$ cat config.mk
export PLATFORM = sky130hd
export DESIGN_NAME = sidrr_cell
export DESIGN_NICKNAME = d
export VERILOG_FILES = /design/src/sidrr_pkg.sv /design/src/sidrr_cell.sv
export SDC_FILE = /design/constraint.sdc
export NUM_CORES = 1
export LEC_CHECK = 0
export BUFFER_PORTS_ARGS = -buffer_cell sky130_fd_sc_hd__buf_2
export CAP_MARGIN = 20
export CORE_UTILIZATION = 30
export CTS_CLUSTER_DIAMETER = 30
export DETAILED_ROUTE_END_ITERATION = 16
export GPL_ROUTABILITY_DRIVEN = 0
export PLACE_DENSITY = 0.72
export SYNTH_ARGS = -nofsm -noshare
export SYNTH_HDL_FRONTEND = slang
export SYNTH_SLANG_ARGS = --single-unit
export TNS_END_PERCENT = 10
$ cat constraint.sdc
create_clock -name i_clk -period 5.7 [get_ports i_clk]
set_input_delay 1.14 -clock i_clk [delete_from_list [all_inputs] [get_ports i_clk]]
set_output_delay 1.14 -clock i_clk [all_outputs]
set_load 0.01 [all_outputs]
$ cat src/sidrr_pkg.sv
// Shared types and constants for the dynamic sequence range-count block.
package sidrr_pkg;

    localparam int CAPACITY_DEF   = 1024;
    localparam int VALUE_BITS_DEF = 32;

    // Field widths of the stream beats
    localparam int KIND_W    = 2;
    localparam int POS_W     = 11;
    localparam int RIGHT_W   = 10;
    localparam int VALUE_W   = 32;
    localparam int COUNT_W   = 11;
    localparam int STATUS_W  = 2;
    localparam int LENGTH_W  = 11;
    localparam int S_TDATA_W = 56;
    localparam int M_TDATA_W = 24;

    typedef enum logic [KIND_W-1:0] {
        KIND_INSERT = 2'd0,
        KIND_DELETE = 2'd1,
        KIND_COUNT  = 2'd2
    } t_kind;

    typedef enum logic [STATUS_W-1:0] {
        ST_OK    = 2'd0,
        ST_FULL  = 2'd1,
        ST_RANGE = 2'd2
    } t_status;

    typedef enum logic {
        S_IDLE,
        S_CNT
    } t_state;

    // Broadcast operation strobes to every cell
    typedef struct packed {
        logic ins;
        logic del;
        logic cnt;
    } t_cell_op;

endpackage

$ cat src/sidrr_cell.sv
// One storage cell of the sequence chain: shifts with its neighbors, flags a count hit.
module sidrr_cell #(
    parameter int IDX        = 0,
    parameter int CW         = 11,
    parameter int VALUE_BITS = sidrr_pkg::VALUE_BITS_DEF
) (
    input  logic                  i_clk,
    input  sidrr_pkg::t_cell_op   i_op,
    input  logic [CW-1:0]         i_pos,
    input  logic [CW-1:0]         i_left,
    input  logic [CW-1:0]         i_right,
    input  logic [VALUE_BITS-1:0] i_new,
    input  logic [VALUE_BITS-1:0] i_prev,
    input  logic [VALUE_BITS-1:0] i_next,
    output logic [VALUE_BITS-1:0] o_val,
    output logic                  o_hit
);
    localparam logic [CW-1:0] MY_IDX = CW'(IDX);

    logic [VALUE_BITS-1:0] r_val;
    logic                  r_hit;

    always_ff @(posedge i_clk) begin
        if (i_op.ins) begin
            if (MY_IDX == i_pos) begin
                r_val <= i_new;
            end else if (MY_IDX > i_pos) begin
                r_val <= i_prev;
            end
        end else if (i_op.del) begin
            if (MY_IDX >= i_pos) begin
                r_val <= i_next;
            end
        end
    end

    // Signed compare against the broadcast threshold
    always_ff @(posedge i_clk) begin
        r_hit <= i_op.cnt && (MY_IDX >= i_left) && (MY_IDX <= i_right)
                 && ($signed(r_val) <= $signed(i_new));
    end

    assign o_val = r_val;
    assign o_hit = r_hit;

endmodule

Word-level counts from Yosys, hierarchy flattened
Index checks and enable logic that the tools add are counted.

word-level totals
  input port bits = 133
  logic and storage cells = 20
  register bits = 33

cells by class
  eq/ne operators = 1
  mux-type cells = 5
  reduce and logical (&&, ||, !) cells = 7
  magnitude comparators = 5

operators by type and width
  operator             count
  $mux 32              5
  $le 32x32->1         1
  $ge 1x11->1 const A  2
  $gt 1x11->1 const A  1
  $le 1x11->1 const A  1
  $logic_not 11->1     1
  $reduce_bool 2->1    2
  $logic_and 1x1->1    3
  $ne 3x1->1 const B   1
  $reduce_and 3->1     1

Logic depth before layout (Yosys ltp)
Gate-level depths: netlist of the first run.

  word-level depth = 4
  depth in mapped cells = 9
  depth with buffers taken out = 9

Worst setup path before layout of the first run
Ideal clock, no wire load.

  path kind = input to register
  from = in i_pos[4]
  to = reg r_val[0] (netlist: o_val[0]) (enable)
  stages on the path = 4
  data required time = 5.279 ns
  library setup time = 0.421 ns
  path slack = 1.974 ns
  arrival = 3.305 ns
  cells stage by stage = nor4_1 > nand3_1 > clkbuf_1 > nor2_1

between the ends
  longest elaborated chain between the ends = 3
  elaborated cells between the ends (all ways) = 6

ends and longest elaborated chain
  element                                                                  line              RTL
  start, declared                                                          sidrr_cell.sv:9   input logic [CW-1:0] i_pos,
  $gt 1x11->1, or another cell as far along                                sidrr_cell.sv:27  end else if (MY_IDX > i_pos) begin
  $ne 3x1->1 (no source line) / $reduce_bool 2->1 (equally long branches)  n/a
  $reduce_and 3->1 (no source line) (*)                                    n/a
  end signal, assigned                                                     sidrr_cell.sv:26  r_val <= i_new;
  end signal, assigned                                                     sidrr_cell.sv:28  r_val <= i_prev;
  end signal, assigned                                                     sidrr_cell.sv:32  r_val <= i_next;
  end, declared                                                            sidrr_cell.sv:20  logic [VALUE_BITS-1:0] r_val;

Mark *: on every way between the ends. The rest lies on a longest branch, timed or not.
A chain may end at the register's enable or synchronous reset.

Worst setup path in the final report of the first run
  from = in i_pos[3]
  to = reg r_val[14] (netlist: o_val[14]) (enable)

The elaborated chain is that of the path after synthesis.

==> results of run 1 <==
[per-stage QoR]
| stage | utilization | cells |
|---|---|---|
| after floorplan | - | 295 |
| after global placement | 0.428 | 540 |
| after detailed placement | 0.428 | 540 |
| after CTS | 0.437 | 547 |
| after global routing | 0.437 | 547 |
| final | 0.437 | 547 |
[worst min path at each step]
stage,start,end
floorplan,o_val[31],o_hit
global placement,o_val[31],o_hit
detailed placement,o_val[31],o_hit
CTS,o_val[31],o_hit
global route,o_val[31],o_hit
finish,o_val[31],o_hit
[worst register-to-register path: stages (launching register included)]
cell      delay, ns
edfxtp_1       0.39
ha_1           0.30
a21o_1         0.18
a221o_1        0.35
a221o_1        0.31
nor3_1         0.27
o211ai_1       0.14
xnor2_1        0.16
a21oi_1        0.08
[final cells by class]
class / instances / area (um^2) / area share
sequential: 33 / 981 / 0.286
tap: 102 / 128 / 0.0372
clock buffer: 6 / 72.6 / 0.0211
inverter: 32 / 120 / 0.0350
timing repair buffer: 156 / 786 / 0.229
multi-input combinational: 217 / 1340 / 0.391
clock inverter: 1 / 3.75 / 0.00109
[power by group through the flow]
stage / Clock (mW) / Sequential, mW / Combinational, mW
2_1_floorplan: 0 / 0.273 / 0.0505
3_3_place_gp: 0 / 0.273 / 0.0996
3_5_place_dp: 0 / 0.273 / 0.103
4_1_cts: 0.172 / 0.268 / 0.103
5_1_grt: 0.179 / 0.268 / 0.117
6_report: 0.164 / 0.268 / 0.102
[routing by layer]
layer	vias to the layer above	wire length (um)	global-route usage
met5	-	0	0
met4	0	121	0.0577
met1	1140	2870	0.178
li1	1343	-	-
met3	8	481	0.0369
met2	109	3150	0.271
[kinds of logic (layout without fill, tap and decap cells)]
family	Yosys count	count (layout)
adder cells (fa/ha/maj)	32	32
XOR/XNOR	1	1
AO/OA/AOI/OAI	86	86
buffers and inverters	45	195
flip-flops	33	33
AND/OR/NAND/NOR	97	97
multiplexers	1	1
[state kept, by name (all words and copies together), names as in the netlist]
register,cells
o_hit,1
o_val,32
[cell usage after synthesis, types with 3 or more instances]
library cell,count,area share
nor2_1,67,0.10
nand2_1,3,0.0045
nand3_1,7,0.014
edfxtp_1,32,0.39
inv_1,32,0.048
a21o_1,4,0.012
nor4_1,5,0.013
nand4_1,6,0.015
clkbuf_1,13,0.020
a21oi_1,74,0.15
ha_1,32,0.16
==> flow_summary.json, run 1 <==
{
  "final_cell_mix": "154 x buf_2, 74 x a21oi_1, 66 x nor2_1",
  "timing.final.ws_setup_ns": 2.73,
  "drtIter0Drc": 89,
  "final_area_um2": 3430,
  "grt_first_pass_wirelength_mm": 10.5,
  "cp_data_required_time_ns": 5.60,
  "ant_nets": 0,
  "worst_path_largest_cell_delay_ns": 0.81,
  "fp.dieW_um": 92.9,
  "p_leak_nw": 1.74,
  "cts_made_buffers": 5,
  "vias": 2600,
  "critPathLaunch": "i_pos[3]",
  "grt_pass1_vias": 2463,
  "max-cap-violations": 0,
  "dp_slack_ns": 2.43,
  "syn_inst": 295,
  "setup_viol": 0,
  "cp.depth": 5,
  "numPortBuffers": 154,
  "synthArstFlopShare": 0,
  "yosysUniqueCellTypes": 28,
  "area_growth_pct": 38.5,
  "sw_frac_of_total": 0.243,
  "start_util": 0.316,
  "coreArea_um2": 7850,
  "whs_ns": 0.769,
  "synth.area.mux_share": 0.00404,
  "htreeDepth": 2,
  "slew_headroom": 0.374,
  "cp_max_fo": 64,
  "p_switching_mw": 0.130,
  "hold_viol_final": 0,
  "r2r_start": "o_val[5]",
  "pin_count": 166,
  "dr.pass1.iters": 4,
  "yosysWarnings": 0,
  "clk_path_buf_depth": 2,
  "hp-class": "flip-flop to flip-flop",
  "nFillCells": 812,
  "arrival_ns": 2.87,
  "intPower_mw": 0.404,
  "path_buf_inv": 2,
  "critPathTopFamily": "simple AND/OR/NAND/NOR gates",
  "die_y_um": 92.9,
  "cp-start-kind": "input port",
  "cts_tree": "built",
  "fin_crit_ns": 2.97,
  "fmax_mhz": 337,
  "r2r_cells": 8,
  "cts_root_buffer": "clkbuf_8",
  "synth_compound_area_frac": 0.190,
  "r2r-end": "o_hit",
  "period_share": 0.521,
  "placed_cell_area_um2": 3360,
  "dieArea_um2": 8630,
  "dp_hpwl_mm": 5.21,
  "clkPwrFrac": 0.307,
  "overflow": 0,
  "synth-xor-area-share": 0.00353,
  "reg2reg_slack_ns": 3.40,
  "wl_per_cell_um": 12.1,
  "setup-tns-final_ns": 0,
  "crit_slowest_cell": "nor2_4",
  "diodes": 0,
  "fin_nets": 610,
  "ys.flop_type": "edfxtp_1",
  "routed_via_density": 4.75,
  "insertion_delay_ns": 0.28,
  "drc_errors": 0,
  "slew_violations": 0,
  "power_mw": 0.534,
  "synth_fa_ha_area_frac": 0.162,
  "synth_top_family_by_area": "compound AO/OA/AOI/OAI gates",
  "hold_path_depth": 3,
  "synth-seq-cells": 33,
  "syn-num-nets": 460,
  "synth-simple-area-share": 0.177,
  "ctsHoldBuffers": 0,
  "track_usage": 0.153,
  "cts_resized": 0,
  "rsz0062_at_grt": "no",
  "outcome": "complete, no violations",
  "vdd_ir_drop_max_uv": 68.6,
  "finClkSkew_ns": 0.00460,
  "clkSlewWorstSetupHoldPaths_ns": 0.07,
  "wl_mm": 6.62,
  "seq_area_frac_synth": 0.396,
  "tightestPinTransition_ns": 0.937,
  "row_count": 32,
  "avgSynthCellArea_um2": 8.40,
  "layout-drive-gt1-share": 0.378,
  "critPathCapture": "o_val[14]",
  "grt_antenna_before_repair": 0,
  "final_common_cell": "buf_2",
  "syn-cell-area_um2": 2480,
  "power_density_nw_per_um2": 156,
  "synth_edf_count": 32,
  "worst-setup-path-type": "input port to flip-flop",
  "cts.sinks": 33,
  "combPwrFrac": 0.191,
  "grt_max_degree": 66,
  "cp-end-kind": "flip-flop",
  "seq_power_share": 0.501,
  "cp_cell_sequence": "buf_2, nor4_1, nand3_2, buf_4, nor2_4",
  "post-cts-setup-buffers": 0
}
(Power assumes the default switching activity.)
==> run 2: changes to the inputs <==
Clock period 5.7 ns to 2.93 ns, I/O delays scaled along.
==> run 2 against run 1 <==
- worst setup slack worse by 2.1 ns
- critical path depth is 5 higher
- power is 110% higher
- register-to-register slack lost 2.7 ns
- clock-buffer cell count increased by 1
- utilization rose by 0.70 points
- wire length grew 7.7%
- non-clock buffer count increased by 4
- global-route usage is 1.6 points higher
- clock power grew 130%
- via count up 2.3%
- hold slack lost 0.18 ns
- critical path type unchanged
- critical endpoint is now o_hit
- largest cell class unchanged
==> flow_summary.json, run 2 (synthesized netlist as in run 1, its figures left out) <==
{
  "outcome": "complete, no violations",
  "cts_tree": "built",
  "numPortBuffers": 154,
  "finClkSkew_ns": 0.00416,
  "ant_nets": 0,
  "cp_data_required_time_ns": 3.14,
  "clk_path_buf_depth": 2,
  "largest_reg_flops": 32,
  "dr.max_layer_used": "met4",
  "drc_errors": 0,
  "p_leak_nw": 1.78,
  "grt_first_pass_wirelength_mm": 11.4,
  "insertion_delay_ns": 0.28,
  "grt_pass1_vias": 2535,
  "hold_viol_final": 0,
  "max-cap-violations": 0,
  "post-cts-setup-buffers": 0,
  "final_cell_mix": "154 x buf_2, 74 x a21oi_1, 66 x nor2_1",
  "drtIter0Drc": 95,
  "power_density_nw_per_um2": 317,
  "nFillCells": 826,
  "coreArea_um2": 7850,
  "grt_max_degree": 40,
  "row_count": 32,
  "setup_viol": 0,
  "cts_made_buffers": 5,
  "cp-end-kind": "flip-flop",
  "wl_mm": 7.13,
  "cp-start-kind": "input port",
  "dp_slack_ns": 0.354,
  "slew_headroom": 0.708,
  "multiInputGateArea_um2": 1340,
  "worst-setup-path-type": "input port to flip-flop",
  "die_y_um": 92.9,
  "timing.final.ws_setup_ns": 0.659,
  "wl_met3_um": 355,
  "vdd_ir_drop_max_uv": 142,
  "fp.dieW_um": 92.9,
  "start_util": 0.316,
  "vias": 2659,
  "arrival_ns": 2.49,
  "track_usage": 0.169,
  "tightestPinTransition_ns": 0.435,
  "grt_antenna_before_repair": 0,
  "pin_count": 166,
  "cts_root_buffer": "clkbuf_8",
  "dieArea_um2": 8630,
  "wl_met1_mm": 2.99,
  "rsz0062_at_grt": "no",
  "wl_per_cell_um": 12.9,
  "routed_via_density": 4.82,
  "fin_nets": 614,
  "htreeDepth": 2,
  "route.met2.wl_mm": 3.68,
  "dp_hpwl_mm": 5.84,
  "setup-tns-final_ns": 0,
  "period_share": 0.775,
  "reg2reg_slack_ns": 0.67,
  "overflow": 0,
  "fmax_mhz": 440,
  "cp_max_fo": 2,
  "layout-drive-gt1-share": 0.389,
  "slew_violations": 0,
  "diodes": 0,
  "fin_crit_ns": 2.27,
  "final_area_um2": 3490,
  "seqCellArea_um2": 981,
  "area_growth_pct": 40.7,
  "final_common_cell": "buf_2",
  "cts_resized": 0,
  "ctsHoldBuffers": 0,
  "dr.pass1.iters": 4,
  "utilization": 0.444,
  "power_mw": 1.10,
  "clkSlewWorstSetupHoldPaths_ns": 0.07,
  "placed_cell_area_um2": 3390,
  "hp-class": "input port to flip-flop",
  "cts.sinks": 33
}
## run 2: cell types whose count changed in the layout (fill, tap and decap cells not counted)
cell,change
buf_4,+4
clkbuf_1,-1
clkbuf_8,+2
clkinv_1,-1
clkinv_2,+1
## run 2: layout make-up
type,count,area share
tap,102,0.0366
clock inverter,1,0.00144
multi-input combinational,217,0.385
inverter,32,0.0344
sequential,33,0.281
clock buffer,7,0.0276
timing repair buffer,160,0.234
## run 2: final timing paths
path | startpoint | end | cells after the start
setup / recovery | i_new[5] | o_hit | 10
hold reg to reg | o_val[31] | o_hit | 3
setup reg to reg | o_val[5] | o_hit | 8
hold / removal | i_left[6] | o_hit | 4
## run 2: metal layers
metal	up-vias	global-route usage
met5	-	0
met4	0	0.0538
met3	9	0.0230
met2	86	0.314
met1	1209	0.199
li1	1355	-
## run 2: worst max-delay path, cell delays in order
cell	delay (ns)
buf_2	0.07
inv_1	0.04
ha_1	0.30
a21o_1	0.18
a221o_1	0.31
a221o_1	0.32
nor3_1	0.27
o211ai_1	0.13
xnor2_1	0.14
a21oi_1	0.13
## run 2: per-stage QoR
stage	std cells	hold WS [ns]
global route	552	0.592
finish	552	0.593
detailed placement	544	0.752
CTS	552	0.586
global placement	544	0.737
floorplan	295	0.744
## run 2: report_power, final
| part | leakage [nW] | switching [mW] | internal (mW) | total, mW |
|---|---|---|---|---|
| clock network | 0.0542 | 0.171 | 0.213 | 0.384 |
| registers | 0.306 | 0.000123 | 0.520 | 0.521 |
| logic | 1.42 | 0.0946 | 0.106 | 0.201 |
| total | 1.78 | 0.266 | 0.839 | 1.10 |
==> run 3: changes to the inputs <==
Settings changed: PLACE_DENSITY 0.72 to 0.74.
Clock period 2.93 ns to 1.95 ns, I/O delays scaled along.
==> run 3 against run 2 <==
- the run now ends with negative setup slack left
- cell area grew 7.8%
- largest cell class unchanged
- critical path type is now flip-flop to flip-flop
- sequential cell count is the same
- via count grew 2.1%
- power grew 48%
- critical path depth shrank 2
==> flow_summary.json, run 3 (synthesized netlist as in run 1, its figures left out) <==
{
  "worst_path_largest_cell_delay_ns": 0.43,
  "row_count": 32,
  "routed_via_density": 4.70,
  "grt_first_pass_wirelength_mm": 11.4,
  "rsz0062_at_grt": "yes",
  "numPortBuffers": 154,
  "ctsHoldBuffers": 0,
  "hp-class": "input port to flip-flop",
  "violations": "negative setup slack",
  "dr.pass1.iters": 4,
  "drc_errors": 0,
  "drtIter0Drc": 62,
  "crit_slowest_cell": "edfxtp_1",
  "grt_antenna_before_repair": 0,
  "overflow": 0,
  "track_usage": 0.168,
  "cp_data_required_time_ns": 2.13,
  "pin_count": 166,
  "path_buf_inv": 0,
  "outcome": "finished with violations",
  "dieArea_um2": 8630,
  "htreeDepth": 2,
  "max-cap-violations": 0,
  "wl_per_cell_um": 12.4,
  "cp-end-kind": "flip-flop",
  "ant_nets": 0,
  "layout.cells.non_filler": 578,
  "diodes": 0,
  "holdCritStartpoint": "i_left[2]",
  "placed_cells": 568,
  "cts.sinks": 33,
  "worst-setup-path-type": "flip-flop to flip-flop",
  "start_util": 0.316,
  "critPathLaunch": "o_val[5]",
  "tightestPinTransition_ns": 0.549,
  "fp.dieW_um": 92.9,
  "vdd_ir_drop_max_uv": 244,
  "area_growth_pct": 51.7,
  "setup-tns-final_ns": -0.139,
  "grt_max_degree": 42,
  "cts_root_buffer": "clkbuf_8",
  "finClkSkew_ns": 0.00672,
  "cts_tree": "built",
  "arrival_ns": 2.27,
  "p_leak_nw": 1.92,
  "fmax_mhz": 479,
  "critPathTopFamily": "compound AO/OA/AOI/OAI gates",
  "cp_common_cell": "a221o_1",
  "vias": 2716,
  "power_mw": 1.64,
  "utilization": 0.479,
  "cts_made_buffers": 5,
  "die_y_um": 92.9,
  "reg2reg_slack_ns": -0.14,
  "cp_cell_sequence": "ha_4, a21o_1, a221o_1, a221o_1, nor3_2, o211ai_1, xnor2_1, a21oi_1",
  "power_density_nw_per_um2": 435,
  "slew_violations": 0,
  "slew_headroom": 0.631,
  "clk_path_buf_depth": 2,
  "r2r_start": "o_val[5]",
  "final_common_cell": "buf_2",
  "layout-drive-gt1-share": 0.435,
  "clkSlewWorstSetupHoldPaths_ns": 0.07,
  "cp_max_fo": 2,
  "dp_hpwl_mm": 5.83,
  "grt_pass1_vias": 2616,
  "period_share": 1.07,
  "fin_crit_ns": 2.09,
  "wl_mm": 7.19,
  "fin_nets": 640,
  "timing.final.ws_setup_ns": -0.139,
  "cp-start-kind": "flip-flop",
  "coreArea_um2": 7850,
  "setup_viol": 1,
  "hold_viol_final": 0,
  "final_cell_mix": "154 x buf_2, 74 x a21oi_1, 66 x nor2_1, 32 x inv_1, 32 x edfxtp_1",
  "largest_reg_flops": 32,
  "insertion_delay_ns": 0.28
}
[run 3: cell count changes in the layout (fill, tap and decap cells not counted), moves of 2 or more]
cell	change
clkbuf_8	-2
buf_4	+24
ha_4	+2
ha_1	-2
buf_12	+2
nor4_1	-2
nor4_4	+2
[run 3: cell type report]
class | instances | area (um^2)
sequential | 33 | 981
timing repair buffer | 186 | 1040
fill | 791 | 4090
tap | 102 | 128
clock inverter | 2 | 10.0
clock buffer | 6 | 72.6
inverter | 32 | 120
multi-input combinational | 217 | 1410
[run 3: routing by layer]
| layer | vias to the layer above | track usage | part of all wire |
|---|---|---|---|
| met5 | - | 0 | 0 |
| met4 | 0 | 0.0372 | 0.0077 |
| met3 | 5 | 0.0328 | 0.061 |
| met2 | 97 | 0.324 | 0.53 |
| met1 | 1210 | 0.186 | 0.40 |
| li1 | 1404 | - | - |
[run 3: metrics by stage]
step           cell area, um^2  hold slack (ns)  worst slack (ns)
2_1_floorplan             2520            0.548            -0.114
3_3_place_gp              3610            0.663            -0.367
3_5_place_dp              3610            0.666            -0.486
4_1_cts                   3720            0.358            -0.244
5_1_grt                   3760            0.373            -0.243
6_report                  3760            0.359            -0.139
[run 3: worst reg2reg max path: stages, from the launching register on]
cell      delay, ns
edfxtp_1       0.43
ha_4           0.24
a21o_1         0.16
a221o_1        0.32
a221o_1        0.31
nor3_2         0.15
o211ai_1       0.14
xnor2_1        0.16
a21oi_1        0.08
[run 3: timing repair]
| item | in CTS | in global routing |
|---|---|---|
| setup endpoints to repair | 1 | 1 |
| buffers inserted | 0 | 2 |
| pin swaps | 4 | 2 |
| resized for setup | 3 | 3 |
[run 3: path summary, 6_finish.rpt]
path | end | cells after the start
setup / recovery | o_hit | 8
hold / removal | o_hit | 4
setup reg to reg | o_hit | 8
hold reg to reg | o_hit | 4
[run 3: where the power goes]
part | switching, mW | leakage (nW) | internal [mW] | total, mW
logic | 0.156 | 1.57 | 0.186 | 0.343
registers | 0.000185 | 0.306 | 0.782 | 0.782
clock network | 0.263 | 0.0450 | 0.248 | 0.511
total | 0.419 | 1.92 | 1.22 | 1.64
